$ cat src/rtl/mlbs_pkg.sv
package mlbs_pkg;

  // Default number of LED entries
  localparam int NUM_LEDS_DEF = 8;

  // Width of the LED count register and of the reported LED number
  localparam int CFG_W     = 4;
  localparam int LED_NUM_W = 3;

  // Action codes
  localparam logic [1:0] ACT_SOLID = 2'd0;
  localparam logic [1:0] ACT_BLINK = 2'd1;
  localparam logic [1:0] ACT_TICK  = 2'd2;

  // One input transaction
  typedef struct packed {
    logic [1:0]         action;
    logic signed [3:0]  led_index;
    logic [7:0]         red;
    logic [7:0]         green;
    logic [7:0]         blue;
    logic [15:0]        on_time;
    logic [15:0]        off_time;
    logic signed [15:0] cycle_limit;
    logic [31:0]        now_time;
  } item_t;

  // One result transaction
  typedef struct packed {
    logic [LED_NUM_W-1:0] led_number;
    logic                 lit;
    logic [7:0]           out_red;
    logic [7:0]           out_green;
    logic [7:0]           out_blue;
    logic                 last_of_run;
  } res_t;

  // Controller states
  typedef enum logic [1:0] {
    ST_IDLE,
    ST_LOAD,
    ST_SCAN
  } state_t;

  // Controller to datapath commands
  typedef struct packed {
    logic capture;
    logic load_step;
    logic scan_step;
    logic flush;
  } dp_cmd_t;

  // Datapath to controller status
  typedef struct packed {
    logic load_done;
    logic scan_done;
  } dp_sts_t;

endpackage

$ cat src/rtl/mlbs_ctrl.sv
module mlbs_ctrl (
  input  logic               clk,
  input  logic               rst,
  input  logic               start,
  input  logic [1:0]         action,
  input  mlbs_pkg::dp_sts_t  sts,
  output mlbs_pkg::dp_cmd_t  cmd,
  output logic               busy
);

  mlbs_pkg::state_t state;
  mlbs_pkg::state_t state_next;

  // State register
  always_ff @(posedge clk) begin
    if (rst) begin
      state <= mlbs_pkg::ST_IDLE;
    end else begin
      state <= state_next;
    end
  end

  // Next state and commands
  always_comb begin
    state_next = state;
    cmd        = '0;
    busy       = (state != mlbs_pkg::ST_IDLE);
    case (state)
      mlbs_pkg::ST_IDLE: begin
        if (start) begin
          cmd.capture = 1'b1;
          case (action)
            mlbs_pkg::ACT_SOLID: state_next = mlbs_pkg::ST_LOAD;
            mlbs_pkg::ACT_BLINK: state_next = mlbs_pkg::ST_LOAD;
            mlbs_pkg::ACT_TICK:  state_next = mlbs_pkg::ST_SCAN;
            default:             state_next = mlbs_pkg::ST_IDLE;
          endcase
        end
      end
      mlbs_pkg::ST_LOAD: begin
        // Write one entry, or sweep all entries in use
        cmd.load_step = 1'b1;
        if (sts.load_done) begin
          state_next = mlbs_pkg::ST_IDLE;
        end
      end
      mlbs_pkg::ST_SCAN: begin
        // Scan entries; release the held result as last at the end
        cmd.scan_step = 1'b1;
        if (sts.scan_done) begin
          cmd.flush  = 1'b1;
          state_next = mlbs_pkg::ST_IDLE;
        end
      end
      default: begin
        state_next = mlbs_pkg::ST_IDLE;
      end
    endcase
  end

endmodule

$ cat src/rtl/mlbs_dp.sv
module mlbs_dp #(
  parameter int NUM_LEDS = mlbs_pkg::NUM_LEDS_DEF
) (
  input  logic                       clk,
  input  logic                       rst,
  input  mlbs_pkg::item_t            item,
  input  logic                       cfg_we,
  input  logic [mlbs_pkg::CFG_W-1:0] cfg_data,
  input  mlbs_pkg::dp_cmd_t          cmd,
  output mlbs_pkg::dp_sts_t          sts,
  output mlbs_pkg::res_t             result,
  output logic                       result_valid
);

  localparam int IDX_W = (NUM_LEDS > 1) ? $clog2(NUM_LEDS) : 1;
  localparam int CNT_W = $clog2(NUM_LEDS + 1);

  typedef struct packed {
    logic [7:0]         red;
    logic [7:0]         green;
    logic [7:0]         blue;
    logic [15:0]        on_ms;
    logic [15:0]        off_ms;
    logic signed [15:0] cyc;
    logic [31:0]        phase_start;
    logic               lit;
    logic               dirty;
  } entry_t;

  localparam entry_t ENTRY_RESET = '{
    red: 8'h00, green: 8'h00, blue: 8'h00,
    on_ms: 16'h0000, off_ms: 16'h0000, cyc: 16'sd0,
    phase_start: 32'h0, lit: 1'b0, dirty: 1'b1
  };

  // Entry memory and per-entry valid bits
  entry_t              mem [NUM_LEDS];
  logic [NUM_LEDS-1:0] vld;

  logic [mlbs_pkg::CFG_W-1:0] led_count;
  mlbs_pkg::item_t            item_q;
  logic [CNT_W-1:0]           cnt;
  logic [CNT_W-1:0]           n_used;
  logic                       cnt_lt;
  logic                       single;
  logic                       idx_ok;

  logic                       we;
  logic [IDX_W-1:0]           waddr;
  entry_t                     wdata;
  logic                       re;
  logic [IDX_W-1:0]           raddr;

  entry_t                     rd_data;
  logic                       rd_vld;
  logic                       rd_v;
  logic [IDX_W-1:0]           rd_idx;

  entry_t                     cur;
  entry_t                     upd;
  entry_t                     ld_entry;
  logic                       emit;
  logic                       e_lit;

  mlbs_pkg::res_t             pend;
  logic                       pend_v;

  // Entries in use, clamped to the entry count
  always_comb begin
    logic [7:0] lc8;
    lc8    = 8'(led_count);
    n_used = CNT_W'((lc8 > 8'(NUM_LEDS)) ? 8'(NUM_LEDS) : lc8);
  end

  assign cnt_lt = (cnt < n_used);
  assign single = ~item_q.led_index[3];
  assign idx_ok = (8'(item_q.led_index[2:0]) < 8'(n_used));

  assign sts.load_done = single | ~cnt_lt;
  assign sts.scan_done = ~cnt_lt & ~rd_v;

  // Entry image of a solid or blink command
  always_comb begin
    ld_entry.red         = item_q.red;
    ld_entry.green       = item_q.green;
    ld_entry.blue        = item_q.blue;
    ld_entry.phase_start = 32'h0;
    ld_entry.lit         = 1'b1;
    ld_entry.dirty       = 1'b1;
    if (item_q.action == mlbs_pkg::ACT_BLINK) begin
      ld_entry.on_ms  = item_q.on_time;
      ld_entry.off_ms = item_q.off_time;
      ld_entry.cyc    = item_q.cycle_limit;
    end else begin
      ld_entry.on_ms  = 16'h0000;
      ld_entry.off_ms = 16'h0000;
      ld_entry.cyc    = -16'sd1;
    end
  end

  // Advance one entry on a tick
  always_comb begin
    logic [31:0] elapsed;
    logic [15:0] dur;
    cur     = rd_vld ? rd_data : ENTRY_RESET;
    upd     = cur;
    emit    = 1'b0;
    e_lit   = 1'b1;
    elapsed = item_q.now_time - cur.phase_start;
    dur     = cur.lit ? cur.on_ms : cur.off_ms;
    if (cur.on_ms == 16'h0000 && cur.off_ms == 16'h0000) begin
      if (cur.dirty) begin
        emit      = 1'b1;
        upd.dirty = 1'b0;
      end
    end else if (cur.dirty) begin
      emit            = 1'b1;
      upd.phase_start = item_q.now_time;
      upd.lit         = 1'b1;
      upd.dirty       = 1'b0;
    end else if (elapsed >= {16'h0000, dur}) begin
      emit = 1'b1;
      if (cur.lit) begin
        e_lit = 1'b0;
        if (cur.cyc == 16'sd1) begin
          // Last on phase of a bounded blink: settle to solid off
          upd.cyc    = 16'sd0;
          upd.lit    = 1'b0;
          upd.on_ms  = 16'h0000;
          upd.off_ms = 16'h0000;
        end else begin
          if (cur.cyc > 16'sd0) begin
            upd.cyc = cur.cyc - 16'sd1;
          end
          upd.lit         = 1'b0;
          upd.phase_start = item_q.now_time;
        end
      end else begin
        upd.lit         = 1'b1;
        upd.phase_start = item_q.now_time;
      end
    end
  end

  // Memory port selection
  always_comb begin
    we    = 1'b0;
    waddr = rd_idx;
    wdata = upd;
    re    = 1'b0;
    raddr = cnt[IDX_W-1:0];
    if (cmd.load_step) begin
      wdata = ld_entry;
      if (single) begin
        we    = idx_ok;
        waddr = IDX_W'(item_q.led_index[2:0]);
      end else begin
        we    = cnt_lt;
        waddr = cnt[IDX_W-1:0];
      end
    end else if (cmd.scan_step) begin
      we = rd_v;
      re = cnt_lt;
    end
  end

  // Memory write and registered read
  always_ff @(posedge clk) begin
    if (we) begin
      mem[waddr] <= wdata;
    end
    if (re) begin
      rd_data <= mem[raddr];
      rd_vld  <= vld[raddr];
      rd_idx  <= raddr;
    end
  end

  // Valid bits, count register, scan counter and read stage
  always_ff @(posedge clk) begin
    if (rst) begin
      vld       <= '0;
      led_count <= '0;
      cnt       <= '0;
      rd_v      <= 1'b0;
    end else begin
      if (we) begin
        vld[waddr] <= 1'b1;
      end
      if (cfg_we) begin
        led_count <= cfg_data;
      end
      if (cmd.capture) begin
        cnt <= '0;
      end else if ((cmd.load_step && !single && cnt_lt) || (cmd.scan_step && cnt_lt)) begin
        cnt <= cnt + CNT_W'(1);
      end
      rd_v <= re;
    end
  end

  // Hold the accepted transaction
  always_ff @(posedge clk) begin
    if (cmd.capture) begin
      item_q <= item;
    end
  end

  // Hold one result back so the final one can be marked last
  always_ff @(posedge clk) begin
    if (rst) begin
      pend_v       <= 1'b0;
      result_valid <= 1'b0;
    end else begin
      result_valid <= pend_v & ((cmd.scan_step & rd_v & emit) | cmd.flush);
      if (cmd.capture) begin
        pend_v <= 1'b0;
      end else if (cmd.scan_step && rd_v && emit) begin
        pend_v <= 1'b1;
      end else if (cmd.flush) begin
        pend_v <= 1'b0;
      end
    end
  end

  // Result payload
  always_ff @(posedge clk) begin
    if (cmd.scan_step && rd_v && emit) begin
      pend <= '{
        led_number:  mlbs_pkg::LED_NUM_W'(rd_idx),
        lit:         e_lit,
        out_red:     cur.red,
        out_green:   cur.green,
        out_blue:    cur.blue,
        last_of_run: 1'b0
      };
      result <= pend;
    end else if (cmd.flush) begin
      result <= '{
        led_number:  pend.led_number,
        lit:         pend.lit,
        out_red:     pend.out_red,
        out_green:   pend.out_green,
        out_blue:    pend.out_blue,
        last_of_run: 1'b1
      };
    end
  end

endmodule

$ cat src/rtl/multi_led_blink_sequencer.sv
// Channel   Handshake              Payload
// --------  ---------------------  ----------------------------
// input     start & !busy          item   (mlbs_pkg::item_t)
// result    result_valid strobe    result (mlbs_pkg::res_t)
// config    cfg_we                 cfg_data (LED count in use)
//
// A tick keeps the block busy while it scans the n LEDs in use: the scan reads
// one entry per cycle through the single read port of the entry memory,
// evaluates it the next cycle and writes it back, and a final step at the end
// releases the held result, which shows marked last in the first cycle after
// busy falls.
// A command to one LED writes that entry; one to all LEDs writes each in turn.
// Reset is synchronous; all entries then read as dirty solid black, off.
// The receiver cannot stall: each result shows for exactly one cycle.
module multi_led_blink_sequencer #(
  parameter int NUM_LEDS = mlbs_pkg::NUM_LEDS_DEF
) (
  input  logic                       clk,
  input  logic                       rst,
  input  logic                       start,
  output logic                       busy,
  input  mlbs_pkg::item_t            item,
  input  logic                       cfg_we,
  input  logic [mlbs_pkg::CFG_W-1:0] cfg_data,
  output mlbs_pkg::res_t             result,
  output logic                       result_valid
);

  mlbs_pkg::dp_cmd_t cmd;
  mlbs_pkg::dp_sts_t sts;

  mlbs_ctrl u_ctrl (
    .clk    (clk),
    .rst    (rst),
    .start  (start),
    .action (item.action),
    .sts    (sts),
    .cmd    (cmd),
    .busy   (busy)
  );

  mlbs_dp #(
    .NUM_LEDS (NUM_LEDS)
  ) u_dp (
    .clk          (clk),
    .rst          (rst),
    .item         (item),
    .cfg_we       (cfg_we),
    .cfg_data     (cfg_data),
    .cmd          (cmd),
    .sts          (sts),
    .result       (result),
    .result_valid (result_valid)
  );

  // Results come only out of a scan
  assert property (@(posedge clk) disable iff (rst)
    result_valid |-> $past(busy))
    else $error("result without a preceding scan");

  // The last result ends the run
  assert property (@(posedge clk) disable iff (rst)
    (result_valid && result.last_of_run) |=> !result_valid)
    else $error("result after last of run");

  // A result not marked last leaves the scan going
  assert property (@(posedge clk) disable iff (rst)
    (result_valid && !result.last_of_run) |-> busy)
    else $error("run ended without a last result");

endmodule

$ cat config.mk
export PLATFORM = sky130hd
export DESIGN_NAME = multi_led_blink_sequencer
export DESIGN_NICKNAME = d
export VERILOG_FILES = /design/src/rtl/mlbs_pkg.sv /design/src/rtl/mlbs_ctrl.sv /design/src/rtl/mlbs_dp.sv /design/src/rtl/multi_led_blink_sequencer.sv
export SDC_FILE = /design/constraint.sdc
export NUM_CORES = 1
export LEC_CHECK = 0
export BUFFER_PORTS_ARGS = -buffer_cell sky130_fd_sc_hd__clkbuf_2
export CAP_MARGIN = 0
export CORE_ASPECT_RATIO = 1.5
export CORE_MARGIN = 2
export CORE_UTILIZATION = 55
export DETAILED_ROUTE_END_ITERATION = 6
export PLACE_DENSITY = 0.71
export SYNTH_ARGS = -nofsm -noshare
export SYNTH_HDL_FRONTEND = slang
export SYNTH_SLANG_ARGS = --single-unit
export TNS_END_PERCENT = 50
$ cat constraint.sdc
create_clock -name clk -period 7.8 [get_ports clk]
set_input_delay 0.78 -clock clk [delete_from_list [all_inputs] [get_ports clk]]
set_output_delay 0.78 -clock clk [all_outputs]
set_load 0.01 [all_outputs]
==> impl_results.md <==
* All-Layer GR Usage at 25.0%
* Post-DR wirelength/cell at 27.6 um
* Share of layout cells above drive strength 1 at 26.9%
* Critical Path AT at 7.30 ns
* Worst Hold End: u_dp.item_q[101]
* Hold path depth at 1
* Max-cap viol count at 0
* Status: completed
* GPL Wtd Cong at 0.939
* R2r setup slk at 0.86 ns
* Post-DRT Antenna Nets at 0
* Io pins at 149
* Post-CTS setup repair buffer count at 0
* Slew @ Worst Pin at 1.25 ns
* Pwr/cell area at 242 mW/mm^2
* CTS clk-pin slew, worst paths at 0.07 ns
* Worst Hold Class: in2reg
* TritonCTS clock tree: done
* Post-Place Setup Slack at 0.963 ns
* Final Setup Violations at 0
* Hold Fails Final Rpt at 0
* Synthesized flop and latch total at 1146
* First-pass GRT wire length at 159000 um
* Final Slew Violations at 0
* # diodes at 0
* Initial antenna violation count at 2
* Max Clock Freq at 144 MHz
* Synth warnings at 0
* CTS buffer count at 103
* 1st-iter DRT viols at 2315
* Clk root buf: clkbuf_16
* Area growth from synthesis to layout at 11.7%
* Crit start category: flop
* Clock sinks at 1146
* Routed wire length at 107000 um
* Critical path type: reg2reg
* Placed wire-length estimate at 62900 um
* Clk_skew at 0.0205 ns
* Number of global-route vias before repair at 25500
* Final setup margin at 0.863 ns
* EDFF count, synth at 1125
* Largest net degree at the start of global routing at 107
* WP data required at 8.16 ns
* Die Area at 0.0869 mm^2
* CORE AREA at 0.0838 mm^2
* Nets at 2856
* Fin crit period at 6.94 ns
* DRT Pass-1 Iters at 6
* Clk_lat worst skew at 0.68 ns
* CTS Buffer Depth at 3
* Setup total negative slack at 0 ns
* Chip Width at 241 um
* Async SR Flop Fraction at 0%
* Met3 routed WL at 5470 um
* Unrepaired setup endpoints after global routing: no
* Max_slew headroom at 16.4%
* Worst r2r src: u_dp.rd_vld
* I/O Buffers at 148
* Period utilization at 88.9%
* Mapped Area at 0.0465 mm^2
* Met2 Wirelength at 56500 um
* WL met1 at 41600 um
* Layout fillers at 5796
* Average size of a mapped cell at 18.6 um^2
* Crit path max fanout at 21
* Synthesized Nets at 2679
* CTS H-tree depth at 3
* Seq/Total Area, Yosys at 73.6%
* Worst VDD drop at 0.221 mV
* Reg area at 0.0342 mm^2
* Top_reg_cell synth: edfxtp_1
* Distinct cells, synth at 82
* Via/cell ratio at 6.28
* Post-CTS resize count at 0
* R2R cell count at 22
* DRC viols at 0
* GRT overflow at 0
* Starting Density at 55.5%
* Row count at 130
* Synthesized instance count at 2503
* Top Metal Used: met5
* CP Capture Type: flop
* CTS Hold Bufs at 0
* P_leak at 16.8 nW
* Die H at 360 um
* R2r endpoint: u_dp.mem[4][13]
* Vias at 24400
* Footprint of the multi-input gates at 0.0118 mm^2
* Hold Crit Start: item[101]
[synthesized netlist by cell type (4+ instances only)]
master / n / area, um^2
mux4_2: 214 / 4820
o31ai_1: 4 / 30.0
o311ai_0: 16 / 140
a211oi_1: 9 / 67.6
inv_1: 18 / 67.6
or2_2: 7 / 43.8
o21a_1: 15 / 113
o21ai_0: 35 / 175
nor4_1: 15 / 93.8
nand2_1: 226 / 848
o31a_1: 4 / 35.0
or3_1: 7 / 43.8
o21ai_1: 4 / 20.0
o32a_1: 4 / 40.0
mux2i_1: 15 / 150
clkbuf_1: 89 / 334
a22o_1: 34 / 298
o211ai_1: 8 / 60.1
and4_1: 4 / 35.0
a21o_1: 8 / 60.1
nor3_1: 19 / 95.1
and2_1: 34 / 213
dfxtp_1: 21 / 420
nand3_1: 14 / 70.1
nand3b_1: 4 / 30.0
a21oi_1: 77 / 385
buf_2: 11 / 55.1
xor2_1: 9 / 78.8
xnor2_1: 13 / 114
and3_1: 8 / 50.1
buf_1: 21 / 78.8
mux2_2: 125 / 1410
ha_1: 57 / 713
edfxtp_1: 1125 / 33800
nor2b_1: 7 / 43.8
a31oi_1: 26 / 163
o221a_2: 16 / 180
nor2_1: 84 / 315
nand4_1: 23 / 144
nand2b_1: 12 / 75.1
[state kept, by name, summed over array words and instances, names as in the netlist]
register / cells
u_dp.rd_v: 1
u_ctrl.state: 2
u_dp.mem: 848
u_dp.rd_vld: 1
u_dp.rd_data: 106
u_dp.item_q: 110
u_dp.result: 29
u_dp.rd_idx: 3
u_dp.result_valid: 1
u_dp.vld: 8
u_dp.led_count: 4
u_dp.pend_v: 1
u_dp.cnt: 4
u_dp.pend: 28
[metal layers]
layer  vias up  track usage [%]
li1      10500                -
met5         -                0
met2       930             44.1
met1     12700             32.1
met4         4             9.08
met3       213             2.77
[worst max-delay path, cell delays in order, from the launching register on]
cell and delay, ns:
edfxtp_1 0.89, nand2_1 0.23, ha_1 0.34, nor2b_1 0.18, o2111ai_1 0.20, and2_1 0.25
o21ai_0 0.30, a21oi_1 0.12, o21bai_1 0.16, xor2_1 0.17, ha_1 0.26, a21oi_1 0.16
o21ai_0 0.15, a22oi_1 0.27, nand4_1 0.12, nor4_1 0.32, nand4_1 0.23, nor4_4 0.46
a31oi_1 0.49, o21ai_2 0.44, buf_4 0.39, nand4_1 0.14, o21ai_0 0.35
[metrics by stage]
step                hold WS (ns)  instance area (um^2)  instances  util (%)  total power, mW
CTS                        0.231                 51900       3885      62.0             12.6
detailed placement         0.405                 48700       3697      58.1             7.75
finish                     0.274                 51900       3885      62.0             12.5
floorplan                  0.400                 46500       2503         -             7.51
global placement           0.403                 48700       3697      58.1             7.73
global route               0.245                 51900       3885      62.0             12.9
[power by group]
group	total (mW)	switching (mW)	internal (mW)	leakage, nW
combinational	0.659	0.427	0.232	4.75
clock	4.91	2.22	2.69	1.60
sequential	6.97	0.0669	6.90	10.5
total	12.5	2.72	9.82	16.8
[cells by family (layout without fill, tap and decap cells)]
logic type / Yosys count / in the layout / synth area share [%]
multiplexers: 354 / 354 / 13.7
XOR/XNOR: 22 / 22 / 0.414
adder cells (fa/ha/maj): 58 / 58 / 1.58
AO/OA/AOI/OAI: 307 / 307 / 4.81
flip-flops: 1146 / 1146 / 73.6
buffers and inverters: 141 / 401 / 1.18
AND/OR/NAND/NOR: 475 / 475 / 4.74
[area by class of cell]
| class | instances | share of cell area, % |
|---|---|---|
| sequential | 1146 | 65.9 |
| multi-input combinational | 1216 | 22.8 |
| clock buffer | 120 | 5.13 |
| tap | 1122 | 2.70 |
| timing repair buffer | 194 | 2.16 |
| clock inverter | 68 | 1.14 |
| inverter | 19 | 0.137 |
[placed cells by master (no fill, tap or decap), types with 9 or more instances in the layout]
cell       count
clkbuf_2     148
o311ai_0      16
nor2_4         9
nand2_1      226
xnor2_1       13
ha_1          57
clkbuf_16    104
nand4_1       23
nand2b_1      11
a22o_1        34
o21ai_0       35
a31oi_1       26
nor2_1        75
nand3_1       14
mux4_2       214
nor4_1        15
nor3_1        19
buf_4         43
o21a_1        15
clkinv_1      17
mux2i_1       15
clkbuf_1      16
edfxtp_1    1125
inv_1         18
xor2_1         9
dfxtp_1       18
clkinv_2      28
and2_1        33
a21oi_1       77
o221a_2       16
mux2_2       125
[worst max-delay path by stage]
stage,start,to,slack [ns],cells past startpoint
floorplan,u_dp.rd_vld,u_dp.result[0],0.71,21
global placement,u_dp.rd_vld,u_dp.mem[4][9],1.17,21
detailed placement,u_dp.rd_vld,u_dp.mem[3][13],0.96,22
CTS,u_dp.rd_vld,u_dp.mem[1][5],0.92,21
global route,u_dp.rd_vld,u_dp.mem[4][13],0.32,22
finish,u_dp.rd_vld,u_dp.mem[4][13],0.86,22
Power figures use the tool's default switching activity.
